<file path="src/rtl/core/nsfe_pkg.sv">
`timescale 1ns / 1ps
// Shared types, constants and helper functions of the NMEA field extractor.
package nsfe_pkg;

	localparam int HEADER_SKIP     = 7;
	localparam int FRACTION_DIGITS = 4;
	localparam int HL_W            = 3;
	localparam int FD_W            = $clog2(FRACTION_DIGITS + 1);
	localparam int ACC_W           = 39;
	localparam int VAL_W           = ACC_W + 1;
	localparam int SCALE           = 10 ** FRACTION_DIGITS;
	localparam int SCALE_W         = $clog2(SCALE + 1);
	localparam int BV_W            = 8 + SCALE_W;
	localparam int CMDQ_DEPTH      = 2;
	localparam int OUTQ_DEPTH      = 2;

	localparam logic [ACC_W-1:0]   ACC_MAX = {ACC_W{1'b1}};
	localparam logic [SCALE_W-1:0] SCALE_V = SCALE_W'(SCALE);

	// Low byte of the integer part of a saturated accumulator, per kept decimal count.
	localparam logic [7:0] SAT_IP0 = 8'(ACC_MAX);
	localparam logic [7:0] SAT_IP1 = 8'(ACC_MAX / 10);
	localparam logic [7:0] SAT_IP2 = 8'(ACC_MAX / 100);
	localparam logic [7:0] SAT_IP3 = 8'(ACC_MAX / 1000);
	localparam logic [7:0] SAT_IP4 = 8'(ACC_MAX / 10000);
	localparam logic [7:0] SAT_IP5 = 8'(ACC_MAX / 100000);
	localparam logic [7:0] SAT_IP6 = 8'(ACC_MAX / 1000000);

	localparam logic [7:0] CH_COMMA = 8'h2C;
	localparam logic [7:0] CH_MINUS = 8'h2D;
	localparam logic [7:0] CH_DOT   = 8'h2E;
	localparam logic [7:0] CH_ZERO  = 8'h30;
	localparam logic [7:0] CH_NINE  = 8'h39;

	typedef enum logic [1:0] {
		KIND_GGA  = 2'd0,
		KIND_GSA  = 2'd1,
		KIND_VTG  = 2'd2,
		KIND_NONE = 2'd3
	} kind_t;

	typedef logic [3:0] qty_t;

	localparam qty_t Q_HOUR   = 4'd0;
	localparam qty_t Q_MIN    = 4'd1;
	localparam qty_t Q_SEC    = 4'd2;
	localparam qty_t Q_LATDEG = 4'd3;
	localparam qty_t Q_LATMIN = 4'd4;
	localparam qty_t Q_NS     = 4'd5;
	localparam qty_t Q_LONDEG = 4'd6;
	localparam qty_t Q_LONMIN = 4'd7;
	localparam qty_t Q_EW     = 4'd8;
	localparam qty_t Q_FIX    = 4'd9;
	localparam qty_t Q_SATS   = 4'd10;
	localparam qty_t Q_ALT    = 4'd11;
	localparam qty_t Q_PDOP   = 4'd12;
	localparam qty_t Q_COURSE = 4'd13;
	localparam qty_t Q_KMH    = 4'd14;

	typedef enum logic [2:0] {
		SRC_MAJOR,
		SRC_MINOR,
		SRC_INT,
		SRC_FLOAT,
		SRC_HEMI
	} src_t;

	// One closed field of interest: the quantities it yields and the raw material for them.
	typedef struct packed {
		qty_t             q0;
		logic [1:0]       cnt;
		logic [ACC_W-1:0] acc;
		logic [FD_W-1:0]  fd;
		logic             neg;
		logic [7:0]       major;
		logic [6:0]       minor;
		logic [7:0]       ip_byte;
		logic [7:0]       hemi;
	} rec_t;

	typedef struct packed {
		qty_t                    quantity;
		logic signed [VAL_W-1:0] value;
		logic                    last;
	} result_t;

	function automatic src_t qty_src(input qty_t q);
		src_t s;
		unique case (q) inside
			Q_HOUR, Q_LATDEG, Q_LONDEG: s = SRC_MAJOR;
			Q_MIN:                      s = SRC_MINOR;
			Q_SEC, Q_FIX, Q_SATS:       s = SRC_INT;
			Q_NS, Q_EW:                 s = SRC_HEMI;
			default:                    s = SRC_FLOAT;
		endcase
		return s;
	endfunction

	function automatic logic [SCALE_W-1:0] pow10(input logic [FD_W-1:0] k);
		logic [SCALE_W-1:0] r;
		r = SCALE_W'(1);
		for (int i = 0; i < FRACTION_DIGITS; i++) begin
			if (i < int'(k)) r = SCALE_W'(r * SCALE_W'(10));
		end
		return r;
	endfunction

	function automatic logic [7:0] sat_ip_lo(input logic [FD_W-1:0] k);
		logic [7:0] r;
		unique case (int'(k))
			1:       r = SAT_IP1;
			2:       r = SAT_IP2;
			3:       r = SAT_IP3;
			4:       r = SAT_IP4;
			5:       r = SAT_IP5;
			6:       r = SAT_IP6;
			default: r = SAT_IP0;
		endcase
		return r;
	endfunction

endpackage

</file>
<file path="src/rtl/core/nsfe_front.sv">
`timescale 1ns / 1ps
// Character parser: header skip, field counting, digit accumulation and field records.
module nsfe_front import nsfe_pkg::*; (
	input  logic       clk,
	input  logic       arst_n,
	input  logic       push,
	output logic       full,
	input  logic [1:0] opcode,
	input  logic [7:0] char_in,
	input  logic       start_req,
	output logic       rec_push,
	output rec_t       rec,
	input  logic       rec_full
);

	localparam logic [3:0] FLD_TIME   = 4'd0;
	localparam logic [3:0] FLD_LAT    = 4'd1;
	localparam logic [3:0] FLD_NS     = 4'd2;
	localparam logic [3:0] FLD_LON    = 4'd3;
	localparam logic [3:0] FLD_EW     = 4'd4;
	localparam logic [3:0] FLD_FIX    = 4'd5;
	localparam logic [3:0] FLD_SATS   = 4'd6;
	localparam logic [3:0] FLD_ALT    = 4'd8;
	localparam logic [3:0] FLD_PDOP   = 4'd14;
	localparam logic [3:0] FLD_COURSE = 4'd0;
	localparam logic [3:0] FLD_KMH    = 4'd6;
	localparam logic [3:0] FLD_MAX    = 4'd15;
	localparam logic [3:0] LAT_DEG_N  = 4'd2;
	localparam logic [3:0] LON_DEG_N  = 4'd3;
	localparam logic [3:0] MIN_N      = 4'd7;

	logic [HL_W-1:0]  header_left_q;
	kind_t            kind_q;
	logic [3:0]       field_q;
	logic [3:0]       pos_q;
	logic [ACC_W-1:0] acc_q;
	logic [FD_W-1:0]  fd_q;
	logic             frac_q;
	logic             neg_q;
	logic [7:0]       major_q;
	logic [6:0]       minor_q;
	logic [7:0]       first_q;
	logic [7:0]       int8_q;

	logic             accept;
	logic             is_digit;
	logic [3:0]       dig;
	logic             seg_major;
	logic             seg_minor;
	logic             seg_num;
	logic [3:0]       seg_start;
	logic [3:0]       deg_n;
	logic [ACC_W+3:0] push_sum;
	logic [ACC_W-1:0] acc_dig;
	logic             take_dig;
	logic             active;
	logic [1:0]       rec_cnt;
	qty_t             rec_q0;
	logic [7:0]       ip_lo;

	assign full     = rec_full;
	assign accept   = push && !rec_full;
	assign is_digit = (char_in >= CH_ZERO) && (char_in <= CH_NINE);
	assign dig      = 4'(char_in - CH_ZERO);
	assign active   = !start_req && (header_left_q == '0) && (kind_q != KIND_NONE);

	// Fixed-position sub-fields of the GGA time and coordinate fields.
	always_comb begin
		seg_major = 1'b0;
		seg_minor = 1'b0;
		seg_num   = 1'b0;
		seg_start = 4'd0;
		deg_n     = (field_q == FLD_LAT) ? LAT_DEG_N : LON_DEG_N;
		if (kind_q == KIND_GGA && field_q == FLD_TIME) begin
			if (pos_q < 4'd2) begin
				seg_major = 1'b1;
			end else if (pos_q < 4'd4) begin
				seg_minor = 1'b1;
			end else if (pos_q < 4'd6) begin
				seg_num   = 1'b1;
				seg_start = 4'd4;
			end
		end else if (kind_q == KIND_GGA && (field_q == FLD_LAT || field_q == FLD_LON)) begin
			if (pos_q < deg_n) begin
				seg_major = 1'b1;
			end else if (pos_q < deg_n + MIN_N) begin
				seg_num   = 1'b1;
				seg_start = deg_n;
			end
		end else begin
			seg_num = 1'b1;
		end
	end

	// Saturating decimal shift-in: a*10+d clamps at the largest magnitude.
	assign push_sum = (ACC_W+4)'({acc_q, 3'b000}) + (ACC_W+4)'({acc_q, 1'b0}) + (ACC_W+4)'(dig);
	assign acc_dig  = (push_sum > (ACC_W+4)'(ACC_MAX)) ? ACC_MAX : push_sum[ACC_W-1:0];
	assign take_dig = is_digit && (!frac_q || (fd_q < FD_W'(FRACTION_DIGITS)));

	always_comb begin
		rec_cnt = 2'd0;
		rec_q0  = Q_HOUR;
		unique case (kind_q)
			KIND_GGA: begin
				case (field_q)
					FLD_TIME: begin rec_q0 = Q_HOUR;   rec_cnt = 2'd3; end
					FLD_LAT:  begin rec_q0 = Q_LATDEG; rec_cnt = 2'd2; end
					FLD_NS:   begin rec_q0 = Q_NS;     rec_cnt = 2'd1; end
					FLD_LON:  begin rec_q0 = Q_LONDEG; rec_cnt = 2'd2; end
					FLD_EW:   begin rec_q0 = Q_EW;     rec_cnt = 2'd1; end
					FLD_FIX:  begin rec_q0 = Q_FIX;    rec_cnt = 2'd1; end
					FLD_SATS: begin rec_q0 = Q_SATS;   rec_cnt = 2'd1; end
					FLD_ALT:  begin rec_q0 = Q_ALT;    rec_cnt = 2'd1; end
					default:  ;
				endcase
			end
			KIND_GSA: begin
				if (field_q == FLD_PDOP) begin
					rec_q0  = Q_PDOP;
					rec_cnt = 2'd1;
				end
			end
			KIND_VTG: begin
				if (field_q == FLD_COURSE) begin
					rec_q0  = Q_COURSE;
					rec_cnt = 2'd1;
				end else if (field_q == FLD_KMH) begin
					rec_q0  = Q_KMH;
					rec_cnt = 2'd1;
				end
			end
			default: ;
		endcase
	end

	// A saturated accumulator no longer holds its integer digits, but its
	// integer part is then a known constant for each count of kept decimals.
	assign ip_lo = (acc_q == ACC_MAX) ? sat_ip_lo(fd_q) : int8_q;

	always_comb begin
		rec.q0      = rec_q0;
		rec.cnt     = rec_cnt;
		rec.acc     = acc_q;
		rec.fd      = fd_q;
		rec.neg     = neg_q;
		rec.major   = major_q;
		rec.minor   = minor_q;
		rec.ip_byte = neg_q ? 8'(8'd0 - ip_lo) : ip_lo;
		rec.hemi    = (pos_q == 4'd0) ? CH_COMMA : first_q;
	end

	assign rec_push = accept && active && (char_in == CH_COMMA) && (rec_cnt != 2'd0);

	always_ff @(posedge clk or negedge arst_n) begin
		if (!arst_n) begin
			header_left_q <= '0;
			kind_q        <= KIND_NONE;
			field_q       <= 4'd0;
			pos_q         <= 4'd0;
			acc_q         <= '0;
			fd_q          <= '0;
			frac_q        <= 1'b0;
			neg_q         <= 1'b0;
			major_q       <= 8'd0;
			minor_q       <= 7'd0;
			first_q       <= 8'd0;
			int8_q        <= 8'd0;
		end else if (accept) begin
			if (start_req || (active && char_in == CH_COMMA)) begin
				pos_q   <= 4'd0;
				acc_q   <= '0;
				fd_q    <= '0;
				frac_q  <= 1'b0;
				neg_q   <= 1'b0;
				major_q <= 8'd0;
				minor_q <= 7'd0;
				first_q <= 8'd0;
				int8_q  <= 8'd0;
			end
			if (start_req) begin
				kind_q        <= kind_t'(opcode);
				header_left_q <= HL_W'(HEADER_SKIP - 1);
				field_q       <= 4'd0;
			end else if (header_left_q != '0) begin
				header_left_q <= header_left_q - HL_W'(1);
			end else if (kind_q != KIND_NONE) begin
				if (char_in == CH_COMMA) begin
					if (field_q != FLD_MAX) field_q <= field_q + 4'd1;
				end else begin
					if (pos_q == 4'd0) first_q <= char_in;
					if (pos_q != 4'd15) pos_q <= pos_q + 4'd1;
					if (seg_major && is_digit) major_q <= 8'(major_q * 8'd10 + 8'(dig));
					if (seg_minor && is_digit) minor_q <= 7'(minor_q * 7'd10 + 7'(dig));
					if (seg_num) begin
						if (is_digit) begin
							if (take_dig) begin
								acc_q <= acc_dig;
								if (frac_q) begin
									fd_q <= fd_q + FD_W'(1);
								end else begin
									int8_q <= 8'(int8_q * 8'd10 + 8'(dig));
								end
							end
						end else if (char_in == CH_DOT) begin
							frac_q <= 1'b1;
						end else if (char_in == CH_MINUS && pos_q == seg_start) begin
							neg_q <= 1'b1;
						end
					end
				end
			end
		end
	end

	assert property (@(posedge clk) disable iff (!arst_n)
		fd_q <= FD_W'(FRACTION_DIGITS))
		else $error("kept decimal count beyond the limit");

	assert property (@(posedge clk) disable iff (!arst_n)
		(accept && start_req) |=> (header_left_q == HL_W'(HEADER_SKIP - 1) && pos_q == 4'd0))
		else $error("sentence start did not rearm the header skip");

	assert property (@(posedge clk) disable iff (!arst_n)
		rec_push |-> (kind_q != KIND_NONE && header_left_q == '0))
		else $error("field record outside a supported sentence body");

endmodule

</file>
<file path="src/rtl/core/nsfe_cmd_queue.sv">
`timescale 1ns / 1ps
// Short queue of field records between the parser and the value unit.
module nsfe_cmd_queue import nsfe_pkg::*; (
	input  logic clk,
	input  logic arst_n,
	input  logic rec_push,
	input  rec_t rec_in,
	output logic rec_full,
	output logic rec_valid,
	output rec_t rec_out,
	input  logic rec_pop
);

	localparam int PTR_W = (CMDQ_DEPTH > 1) ? $clog2(CMDQ_DEPTH) : 1;
	localparam int CNT_W = $clog2(CMDQ_DEPTH + 1);

	rec_t             ent_q [CMDQ_DEPTH];
	logic [PTR_W-1:0] wr_ptr_q;
	logic [PTR_W-1:0] rd_ptr_q;
	logic [CNT_W-1:0] cnt_q;

	assign rec_full  = (cnt_q == CNT_W'(CMDQ_DEPTH));
	assign rec_valid = (cnt_q != '0);
	assign rec_out   = ent_q[rd_ptr_q];

	always_ff @(posedge clk) begin
		if (rec_push) ent_q[wr_ptr_q] <= rec_in;
	end

	always_ff @(posedge clk or negedge arst_n) begin
		if (!arst_n) begin
			wr_ptr_q <= '0;
			rd_ptr_q <= '0;
			cnt_q    <= '0;
		end else begin
			if (rec_push) begin
				wr_ptr_q <= (wr_ptr_q == PTR_W'(CMDQ_DEPTH - 1)) ? '0 : wr_ptr_q + PTR_W'(1);
			end
			if (rec_pop) begin
				rd_ptr_q <= (rd_ptr_q == PTR_W'(CMDQ_DEPTH - 1)) ? '0 : rd_ptr_q + PTR_W'(1);
			end
			if (rec_push && !rec_pop) begin
				cnt_q <= cnt_q + CNT_W'(1);
			end else if (rec_pop && !rec_push) begin
				cnt_q <= cnt_q - CNT_W'(1);
			end
		end
	end

	assert property (@(posedge clk) disable iff (!arst_n)
		rec_push |-> !rec_full)
		else $error("record written into a full queue");

	assert property (@(posedge clk) disable iff (!arst_n)
		rec_pop |-> rec_valid)
		else $error("record taken from an empty queue");

	assert property (@(posedge clk) disable iff (!arst_n)
		cnt_q <= CNT_W'(CMDQ_DEPTH))
		else $error("record count beyond queue depth");

endmodule

</file>
<file path="src/rtl/core/nsfe_back.sv">
`timescale 1ns / 1ps
// Value unit: scales field records into results and queues them for the consumer.
module nsfe_back import nsfe_pkg::*; (
	input  logic                    clk,
	input  logic                    arst_n,
	input  logic                    rec_valid,
	input  rec_t                    rec,
	output logic                    rec_pop,
	output logic                    empty,
	input  logic                    pop,
	output qty_t                    quantity,
	output logic signed [VAL_W-1:0] value_e4,
	output logic                    last
);

	localparam int PTR_W = (OUTQ_DEPTH > 1) ? $clog2(OUTQ_DEPTH) : 1;
	localparam int CNT_W = $clog2(OUTQ_DEPTH + 1);
	localparam int FP_W  = ACC_W + SCALE_W;

	logic                     valid_s1;
	logic [1:0]               idx_q;
	qty_t                     q0_s1;
	logic [1:0]               cnt_s1;
	logic [FP_W-1:0]          fprod_s1;
	logic                     neg_s1;
	logic [BV_W-1:0]          major_s1;
	logic [BV_W-1:0]          minor_s1;
	logic [BV_W-1:0]          int_s1;
	logic [7:0]               hemi_s1;

	logic [SCALE_W-1:0]       pw;
	logic [FP_W-1:0]          fprod;
	qty_t                     qty_cur;
	logic                     last_cur;
	logic [ACC_W-1:0]         fsat;
	logic [VAL_W-1:0]         fmag;
	logic [VAL_W-1:0]         val_cur;
	logic                     emit;
	logic                     out_pop;
	logic                     oq_space;
	result_t                  res;

	result_t                  oq_q [OUTQ_DEPTH];
	logic [PTR_W-1:0]         oq_wr_q;
	logic [PTR_W-1:0]         oq_rd_q;
	logic [CNT_W-1:0]         oq_cnt_q;

	// Missing decimals are appended as a multiply by a power of ten.
	assign pw    = pow10(FD_W'(FRACTION_DIGITS) - rec.fd);
	assign fprod = {{SCALE_W{1'b0}}, rec.acc} * {{ACC_W{1'b0}}, pw};

	assign qty_cur  = q0_s1 + qty_t'(idx_q);
	assign last_cur = ((idx_q + 2'd1) == cnt_s1);
	assign fsat     = (fprod_s1 > FP_W'(ACC_MAX)) ? ACC_MAX : fprod_s1[ACC_W-1:0];
	assign fmag     = {1'b0, fsat};

	always_comb begin
		unique case (qty_src(qty_cur))
			SRC_MAJOR: val_cur = VAL_W'(major_s1);
			SRC_MINOR: val_cur = VAL_W'(minor_s1);
			SRC_INT:   val_cur = VAL_W'(int_s1);
			SRC_HEMI:  val_cur = VAL_W'(hemi_s1);
			default:   val_cur = neg_s1 ? VAL_W'(0) - fmag : fmag;
		endcase
	end

	assign out_pop  = pop && !empty;
	assign oq_space = (oq_cnt_q != CNT_W'(OUTQ_DEPTH)) || out_pop;
	assign emit     = valid_s1 && oq_space;
	assign rec_pop  = rec_valid && (!valid_s1 || (emit && last_cur));

	assign res.quantity = qty_cur;
	assign res.value    = val_cur;
	assign res.last     = last_cur;

	always_ff @(posedge clk) begin
		if (rec_pop) begin
			q0_s1    <= rec.q0;
			cnt_s1   <= rec.cnt;
			fprod_s1 <= fprod;
			neg_s1   <= rec.neg;
			major_s1 <= BV_W'(rec.major) * BV_W'(SCALE_V);
			minor_s1 <= BV_W'(rec.minor) * BV_W'(SCALE_V);
			int_s1   <= BV_W'(rec.ip_byte) * BV_W'(SCALE_V);
			hemi_s1  <= rec.hemi;
		end
		if (emit) oq_q[oq_wr_q] <= res;
	end

	always_ff @(posedge clk or negedge arst_n) begin
		if (!arst_n) begin
			valid_s1 <= 1'b0;
			idx_q    <= 2'd0;
			oq_wr_q  <= '0;
			oq_rd_q  <= '0;
			oq_cnt_q <= '0;
		end else begin
			if (rec_pop) begin
				valid_s1 <= 1'b1;
				idx_q    <= 2'd0;
			end else if (emit && last_cur) begin
				valid_s1 <= 1'b0;
			end else if (emit) begin
				idx_q <= idx_q + 2'd1;
			end
			if (emit) begin
				oq_wr_q <= (oq_wr_q == PTR_W'(OUTQ_DEPTH - 1)) ? '0 : oq_wr_q + PTR_W'(1);
			end
			if (out_pop) begin
				oq_rd_q <= (oq_rd_q == PTR_W'(OUTQ_DEPTH - 1)) ? '0 : oq_rd_q + PTR_W'(1);
			end
			if (emit && !out_pop) begin
				oq_cnt_q <= oq_cnt_q + CNT_W'(1);
			end else if (out_pop && !emit) begin
				oq_cnt_q <= oq_cnt_q - CNT_W'(1);
			end
		end
	end

	assign empty    = (oq_cnt_q == '0);
	assign quantity = oq_q[oq_rd_q].quantity;
	assign value_e4 = oq_q[oq_rd_q].value;
	assign last     = oq_q[oq_rd_q].last;

	assert property (@(posedge clk) disable iff (!arst_n)
		valid_s1 |-> (cnt_s1 != 2'd0 && idx_q < cnt_s1))
		else $error("result index outside the record");

	assert property (@(posedge clk) disable iff (!arst_n)
		(emit && last_cur && !rec_pop) |=> !valid_s1)
		else $error("record kept after its final result");

	assert property (@(posedge clk) disable iff (!arst_n)
		oq_cnt_q <= CNT_W'(OUTQ_DEPTH))
		else $error("result queue overflow");

endmodule

</file>
<file path="src/rtl/core/nmea_sentence_field_extractor_core.sv">
`timescale 1ns / 1ps
// Top level of the NMEA sentence field extractor.
//
//   Channel   Direction  Handshake      Fields
//   chars     in         push / full    opcode, char_in, start_req
//   results   out        empty / pop    quantity, value_e4, last
//
// One character is taken per cycle while full is low; the parser updates its field state in that cycle.
// A closing comma of a field of interest queues a record; the value unit scales it in one
// stage and writes one to three results into a two-entry output queue, one per cycle while it
// has space; results pass through the record queue, the scaling stage and the output queue.
// full follows the two-entry record queue: it rises when the consumer stalls, and also when
// commas close fields of interest faster than the one-result-per-cycle value unit drains them.
// Reset (arst_n low) clears parser state and queue pointers and counts; the block behaves
// as unsupported until a sentence start arrives.
module nmea_sentence_field_extractor_core import nsfe_pkg::*; (
	input  logic                    clk,
	input  logic                    arst_n,
	input  logic                    push,
	output logic                    full,
	input  logic [1:0]              opcode,
	input  logic [7:0]              char_in,
	input  logic                    start_req,
	output logic                    empty,
	input  logic                    pop,
	output logic [3:0]              quantity,
	output logic signed [VAL_W-1:0] value_e4,
	output logic                    last
);

	logic rec_push;
	logic rec_full;
	logic rec_valid;
	logic rec_pop;
	rec_t rec_in;
	rec_t rec_head;

	nsfe_front u_front (
		.clk      (clk),
		.arst_n   (arst_n),
		.push     (push),
		.full     (full),
		.opcode   (opcode),
		.char_in  (char_in),
		.start_req(start_req),
		.rec_push (rec_push),
		.rec      (rec_in),
		.rec_full (rec_full)
	);

	nsfe_cmd_queue u_cmd_queue (
		.clk      (clk),
		.arst_n   (arst_n),
		.rec_push (rec_push),
		.rec_in   (rec_in),
		.rec_full (rec_full),
		.rec_valid(rec_valid),
		.rec_out  (rec_head),
		.rec_pop  (rec_pop)
	);

	nsfe_back u_back (
		.clk      (clk),
		.arst_n   (arst_n),
		.rec_valid(rec_valid),
		.rec      (rec_head),
		.rec_pop  (rec_pop),
		.empty    (empty),
		.pop      (pop),
		.quantity (quantity),
		.value_e4 (value_e4),
		.last     (last)
	);

endmodule
</file>
<file path="config.mk">
export PLATFORM = sky130hd
export DESIGN_NAME = nmea_sentence_field_extractor_core
export DESIGN_NICKNAME = d
export VERILOG_FILES = /design/src/rtl/core/nsfe_pkg.sv /design/src/rtl/core/nsfe_front.sv /design/src/rtl/core/nsfe_cmd_queue.sv /design/src/rtl/core/nsfe_back.sv /design/src/rtl/core/nmea_sentence_field_extractor_core.sv
export SDC_FILE = /design/constraint.sdc
export NUM_CORES = 2
export LEC_CHECK = 0
export BUFFER_PORTS_ARGS = -buffer_cell sky130_fd_sc_hd__clkbuf_2
export CAP_MARGIN = 20
export CORE_AREA = 2 2 342 344
export CTS_BUF_LIST = sky130_fd_sc_hd__clkbuf_4 sky130_fd_sc_hd__clkbuf_8
export CTS_CLUSTER_SIZE = 20
export DETAILED_ROUTE_END_ITERATION = 10
export DIE_AREA = 0 0 344 346
export MAX_ROUTING_LAYER = met4
export PLACE_DENSITY_LB_ADDON = 0.3
export RECOVER_POWER = 25
export SYNTH_ARGS = -nofsm -noshare
export SYNTH_HDL_FRONTEND = slang
export SYNTH_SLANG_ARGS = --single-unit
</file>
<file path="constraint.sdc">
create_clock -name clk -period 13.9 [get_ports clk]
set_clock_uncertainty 0.1 [all_clocks]
set_input_delay 0.695 -clock clk [delete_from_list [all_inputs] [get_ports clk]]
set_output_delay 0.695 -clock clk [all_outputs]
set_load 0.005 [all_outputs]
</file>
# [After elaboration in Yosys (flattened, before gate mapping)]
# Memories as Yosys holds them, arrays and structs flattened.
# Cells that the tools add are included.
[op_classes] n_addsub=24 multipliers=10 magnitude_cmp=14 n_eq_ne=40 muxes=136 n_reduce_logical=63
[op_table] op="$mux 39" count=10
[op_table] op="$mux 8" count=24
[op_table] op="$pmux 40 s4" count=1
[op_table] op="$mux 4" count=21
[op_table] op="$gt 53x39->1 const B" count=1
[op_table] op="$mul 39x14->53" count=1
[op_table] op="$pmux 8 s6" count=1
[op_table] op="$mux 1" count=44
[op_table] op="$add 42x40->43" count=1
[op_table] op="$add 43x4->43" count=1
[op_table] op="$gt 43x39->1 const B" count=1
[op_table] op="$mux 14" count=3
[op_table] op="$mux 7" count=6
[op_table] op="$mux 40" count=1
[op_table] op="$sub 1x39->40 const A" count=1
[op_table] op="$eq 39x39->1 const B" count=1
[op_table] op="$mul 8x10->18 const B" count=2
[op_table] op="$mux 3" count=12
[op_table] op="$mul 14x3->13 const B" count=2
[op_table] op="$pmux 4 s7" count=1
[op_table] op="$eq 8x6->1 const B" count=3
[op_table] op="$logic_and 1x1->1" count=22
[op_table] op="$eq 4x3->1 const B" count=5
[op_table] op="$eq 4x4->1 const B" count=5
[op_table] op="other kinds (52)" count=117
[word_totals] register_bits=220 ramBits=250 input_bits=15 elab_cells=317 memories=2
[mem_list] memory="u_cmd_queue.ent_q" words=2 word_bits=80 read_ports=1 rd_ports_with_merged_regs=0 write_ports=1 line="nsfe_cmd_queue.sv:17" rtl="rec_t ent_q [CMDQ_DEPTH];"
[mem_list] memory="u_back.oq_q" words=2 word_bits=45 read_ports=1 rd_ports_with_merged_regs=0 write_ports=1 line="nsfe_back.sv:43" rtl="result_t oq_q [OUTQ_DEPTH];"

# [Depth between registers and ports, before layout]
[depth] depth_word=18 depth_mapped=42 ltp_nobuf=37

# [Hierarchy]
# A second synthesis with hierarchy kept.
[hier_totals] hier_cells=4451 area_unflattened_um2=45306.0
[modules_own_cells] mod="nsfe_back" n_inst=1 cells_each=3074 area_per_inst_um2=30031.3
[modules_own_cells] mod="nsfe_front" n_inst=1 cells_each=1112 area_per_inst_um2=8912.3
[modules_own_cells] mod="nsfe_cmd_queue" n_inst=1 cells_each=265 area_per_inst_um2=6362.4

# [Worst setup path after synthesis]
# Ideal clock, no wire load.
[synth_timing] kind="reg2reg" start="reg u_cmd_queue.rd_ptr_q" end="reg u_back.fprod_s1[51] (data pin)" setup_ps=158 t_arrival_ps=9758 required_ps=13642 slack_ps=3885 stages_incl_launch_ff=40 period_less_slack_ps=10015 path_cell_list="dfrtp_1 buf_2 mux2_2 clkinv_1 ha_1 xor2_1 clkbuf_1 nand3_1 inv_2 buf_1 ha_1 inv_1 o41ai_2 a31oi_1 o21bai_2 a21oi_1 o21ba_2 xor2_2 (+4 left out) fa_1 fa_1 fa_1 inv_1 fa_1 inv_1 fa_1 inv_1 ha_1 a21o_1 a21o_1 a2111oi_0 o31ai_1 a2111oi_0 o21a_1 o21ai_1 a2111o_1 o211ai_1"
[synth_between] elab_chain_cells=11
[synth_lines] element="from (decl)" line="nsfe_cmd_queue.sv:19" rtl="logic [PTR_W-1:0] rd_ptr_q;"
[synth_lines] element="from (signal assigned)" line="nsfe_cmd_queue.sv:40" rtl="rd_ptr_q <= (rd_ptr_q == PTR_W'(CMDQ_DEPTH - 1)) ? '0 : rd_ptr_q + PTR_W'(1);"
[synth_lines] element="$mem_v2 2x80 (*)"
[synth_lines] element="$sub 3x3->3" line="nsfe_back.sv:49" rtl="assign pw = pow10(FD_W'(FRACTION_DIGITS) - rec.fd);"
[synth_lines] element="$lt 1x3->1" line="nsfe_pkg.sv:103" rtl="if (i < int'(k)) r = SCALE_W'(r * SCALE_W'(10));"
[synth_lines] element="$mux 4" line="nsfe_pkg.sv:103"
[synth_lines] element="$mul 4x3->7" line="nsfe_pkg.sv:103"
[synth_lines] element="$mux 14" line="nsfe_pkg.sv:103"
[synth_lines] element="$mul 14x3->13" line="nsfe_pkg.sv:103"
[synth_lines] element="$mux 14" line="nsfe_pkg.sv:103"
[synth_lines] element="$mul 14x3->13" line="nsfe_pkg.sv:103"
[synth_lines] element="$mux 14" line="nsfe_pkg.sv:103"
[synth_lines] element="$mul 39x14->53 (*)" line="nsfe_back.sv:50" rtl="assign fprod = {{SCALE_W{1'b0}}, rec.acc} * {{ACC_W{1'b0}}, pw};"
[synth_lines] element="named net u_back.fprod[51]" line="nsfe_back.sv:32" rtl="logic [FP_W-1:0] fprod;"
[synth_lines] element="to (signal assigned)" line="nsfe_back.sv:80" rtl="fprod_s1 <= fprod;"
[synth_lines] element="to (decl)" line="nsfe_back.sv:24" rtl="logic [FP_W-1:0] fprod_s1;"
# The timed path passes the listed nets; every way through them passes the cells marked *.
# A chain may end at the register's enable or synchronous reset.

# [Worst setup path after layout]
# Same ends and word-level chain as after synthesis.

==> qor.yml <==
status:
  status: "complete, but fails checks"
  violations: "capacitance limit, slew limit"
drt:
  dr.pass1.iters: 8
  avgRoutedWirePerCell_um: 19.0
  vias: 32200
  vias_per_cell: 5.31
  dr.first_iter.drc_count: 2593
  drc: 0
  ant_nets: 0
  routed_wl_um: 115000
yosys:
  ys_ff_latch: 470
  ys_seq_area_share_pct: 30.5
  synth_commonest_cells: "inv_1 (628), nand2_1 (541), fa_1 (482)"
  syn_area_um2: 44700
  synth_cells: 4444
  synthMostInstantiatedCell: "inv_1"
  synth_edf_count: 371
  syn_avg_cell_area_um2: 10.1
  ys_async_sr_fraction_pct: 21.1
  synthFlopType: "edfxtp_1"
  synthTopCellsByArea: "edfxtp_1 (25%), fa_1 (22%), ha_1 (10%), dfrtp_1 (5.4%), inv_1 (5.3%)"
  yosysWarnings: 0
  yosys.area.top_type_share_pct: 24.9
  synth_top_area_cell: "edfxtp_1"
  synth.distinct_cells: 110
timing:
  slew_headroom_pct: -124
  hold_violations: 0
  setup_violations: 0
  report.final.slew_viol_count: 192
  rsz0062_at_grt: "false"
  period_needed_ns: 11.95
  fmax_mhz: 83.7
  worstMarginPinSlew_ns: 3.37
  final_min_period_over_clock_period_pct: 86.0
  setup-tns-final_ns: 0
layout:
  drive_above_1_share_pct: 9.06
  multi_input_area_um2: 28100
  nets: 5349
  synthToLayoutAreaGrowth_pct: 8.21
  fillerInstances: 11200
  regArea_um2: 13600
grt:
  top_usage_layer: "met2"
  antenna_found_initial: 2
  grtUsageMet3_pct: 3.67
  grtUsageMet1_pct: 28.6
  grt_pass1_vias: 32400
  grt_max_degree: 73
  groute.usage.overall_pct: 20.1
  grt_pass1_wl_um: 183000
  grt-ovfl-total: 0
  use_met2_pct: 29.3
job:
  cap_violations: 4
critical_path:
  max_stage_delay_ns: 0.66
  r2r.worst_path.cells: 36
  cp-end-kind: "flop"
  critPathMaxFanout: 63
  r2r_end: "u_back.fprod_s1[51]$_DFFE_PP_"
  arrival_ns: 12.36
  cpMostUsedCell: "fa_1"
  crit_required_ns: 14.31
  cp-startpoint: "u_cmd_queue.rd_ptr_q$_DFFE_PN0P_"
  critPathKind: "flop to flop"
  rrSetupSlack_ns: 1.95
  crit_slowest_cell: "buf_4"
  rr_startpoint: "u_cmd_queue.rd_ptr_q$_DFFE_PN0P_"
  crit_end: "u_back.fprod_s1[51]$_DFFE_PP_"
  cp-start-kind: "flop"
clock_network:
  cts_max_level: 3
  cts-root-buf: "clkbuf_8"
  clkSlewWorstSetupHoldPaths_ns: 0.06
  clk_latency_ns: 0.71
  numCtsBuffers: 82
  cts_tree: "done"
  clockBufferDepth: 3
  cts_num_sinks: 470
worst_hold_path:
  min_from: "char_in[7]"
  hp-class: "primary input to flop"
floorplanning:
  initial_core_util_pct: 38.7
  die_w_um: 344
  die_area_um2: 119000
  rows: 125
  io-pin-count: 62
  fp.coreArea_um2: 115000
  die_y_um: 346
place:
  place_congestion: 0.919
  dp_hpwl_um: 89700
  port_buffers: 61
-- through the flow --
step	setup WS (ns)	util (%)	instances	hold WS, ns	area (µm²)
detailed placement	2.04	40.5	5922	0.364	46700
global route	1.16	41.9	6070	0.0775	48300
global placement	2.27	40.5	5922	0.357	46700
CTS	1.98	41.9	6069	0.0465	48400
finish	1.95	41.9	6070	0.120	48300
floorplan	3.88	-	4448	0.299	44700
-- flip-flops by register name (all words and copies together), names as in the netlist, 17 cells and up --
signal / cells
u_back.minor_s1: 17
u_back.oq_q: 90
u_back.major_s1: 18
u_back.fprod_s1: 53
u_front.acc_q: 39
u_cmd_queue.ent_q: 160
u_back.int_s1: 18
-- kinds of logic after synthesis --
logic type	share of synthesized area, %
DFF	30.5
xor gates and xnor gates	3.42
adders and majority gates	31.9
and+or+nand+nor	12.8
other	0.0168
buffers and inverters	6.86
muxes	4.31
AOI/OAI and AO/OA	10.1
-- per-layer routing --
layer | routed length, µm | vias up
met5 | 0 | -
met4 | 2850 | 0
met3 | 8520 | 144
met2 | 50200 | 1078
met1 | 53500 | 15900
li1 | - | 15100
-- layout make-up --
cell class / instances / share of cell area, %
inverters: 630 / 4.89
clock inverters: 47 / 0.774
multi-input cells: 3187 / 58.2
diodes: 1 / 0.00518
clock buffers: 99 / 2.61
repair buffers: 112 / 1.40
well taps: 1524 / 3.94
flip-flops and latches: 470 / 28.2
-- what timing repair did --
| item | 4_1_cts | 5_1_grt |
|---|---|---|
| endpoints found under the hold margin | 40 | 0 |
| setup buffers | 0 | 0 |
| hold buffers | 1 | 0 |
| gates resized for setup | 0 | 0 |
-- how the worst min path moves through the flow --
stage | end | slack (ns) | cells after the start
after floorplan | u_back.idx_q[0]$_DFFE_PN0P_ | 0.30 | 0
after global placement | u_cmd_queue.ent_q[1][30]$_DFFE_PP_ | 0.36 | 0
after detailed placement | u_back.oq_rd_q$_DFFE_PN0P_ | 0.36 | 1
after CTS | u_front.first_q[5]$_DFFE_PN0P_ | 0.05 | 2
after global routing | u_front.kind_q[1]$_DFFE_PN1P_ | 0.08 | 2
final | u_front.first_q[7]$_DFFE_PN0P_ | 0.12 | 2
-- critical path: cells and delay by family, from the launching register on --
kind / cells / cell delay [ns]
fa+ha+maj: 8 / 3.83
compound gates: 14 / 3.68
buf+inv: 9 / 2.24
xor+xnor: 2 / 0.60
mux: 1 / 0.51
flops: 1 / 0.43
simple gates: 2 / 0.33
-- layout by cell type, fill, tap and decap left out, types with 21 or more instances in the layout --
master	Yosys	layout
ha_1	369	369
inv_1	628	628
nor2_1	417	411
nand3_1	48	48
buf_4	2	46
mux2i_1	55	55
o31ai_1	24	24
a21o_1	61	61
edfxtp_1	371	371
fa_1	482	482
nor2b_1	28	28
a31oi_1	23	23
xor2_1	54	51
mux2_1	11	21
dfrtp_1	97	95
nand2b_1	29	29
clkbuf_8	4	83
o21ai_0	147	147
nor4_1	26	26
xnor2_1	115	114
nand4_1	25	25
a21oi_1	180	179
nor3_1	59	59
clkbuf_2	1	60
mux2_2	110	100
nand2_1	541	541
Power is left out: the tool's default activity adds up to more than one toggle a clock period on the data nets, which glitch-free logic cannot reach.
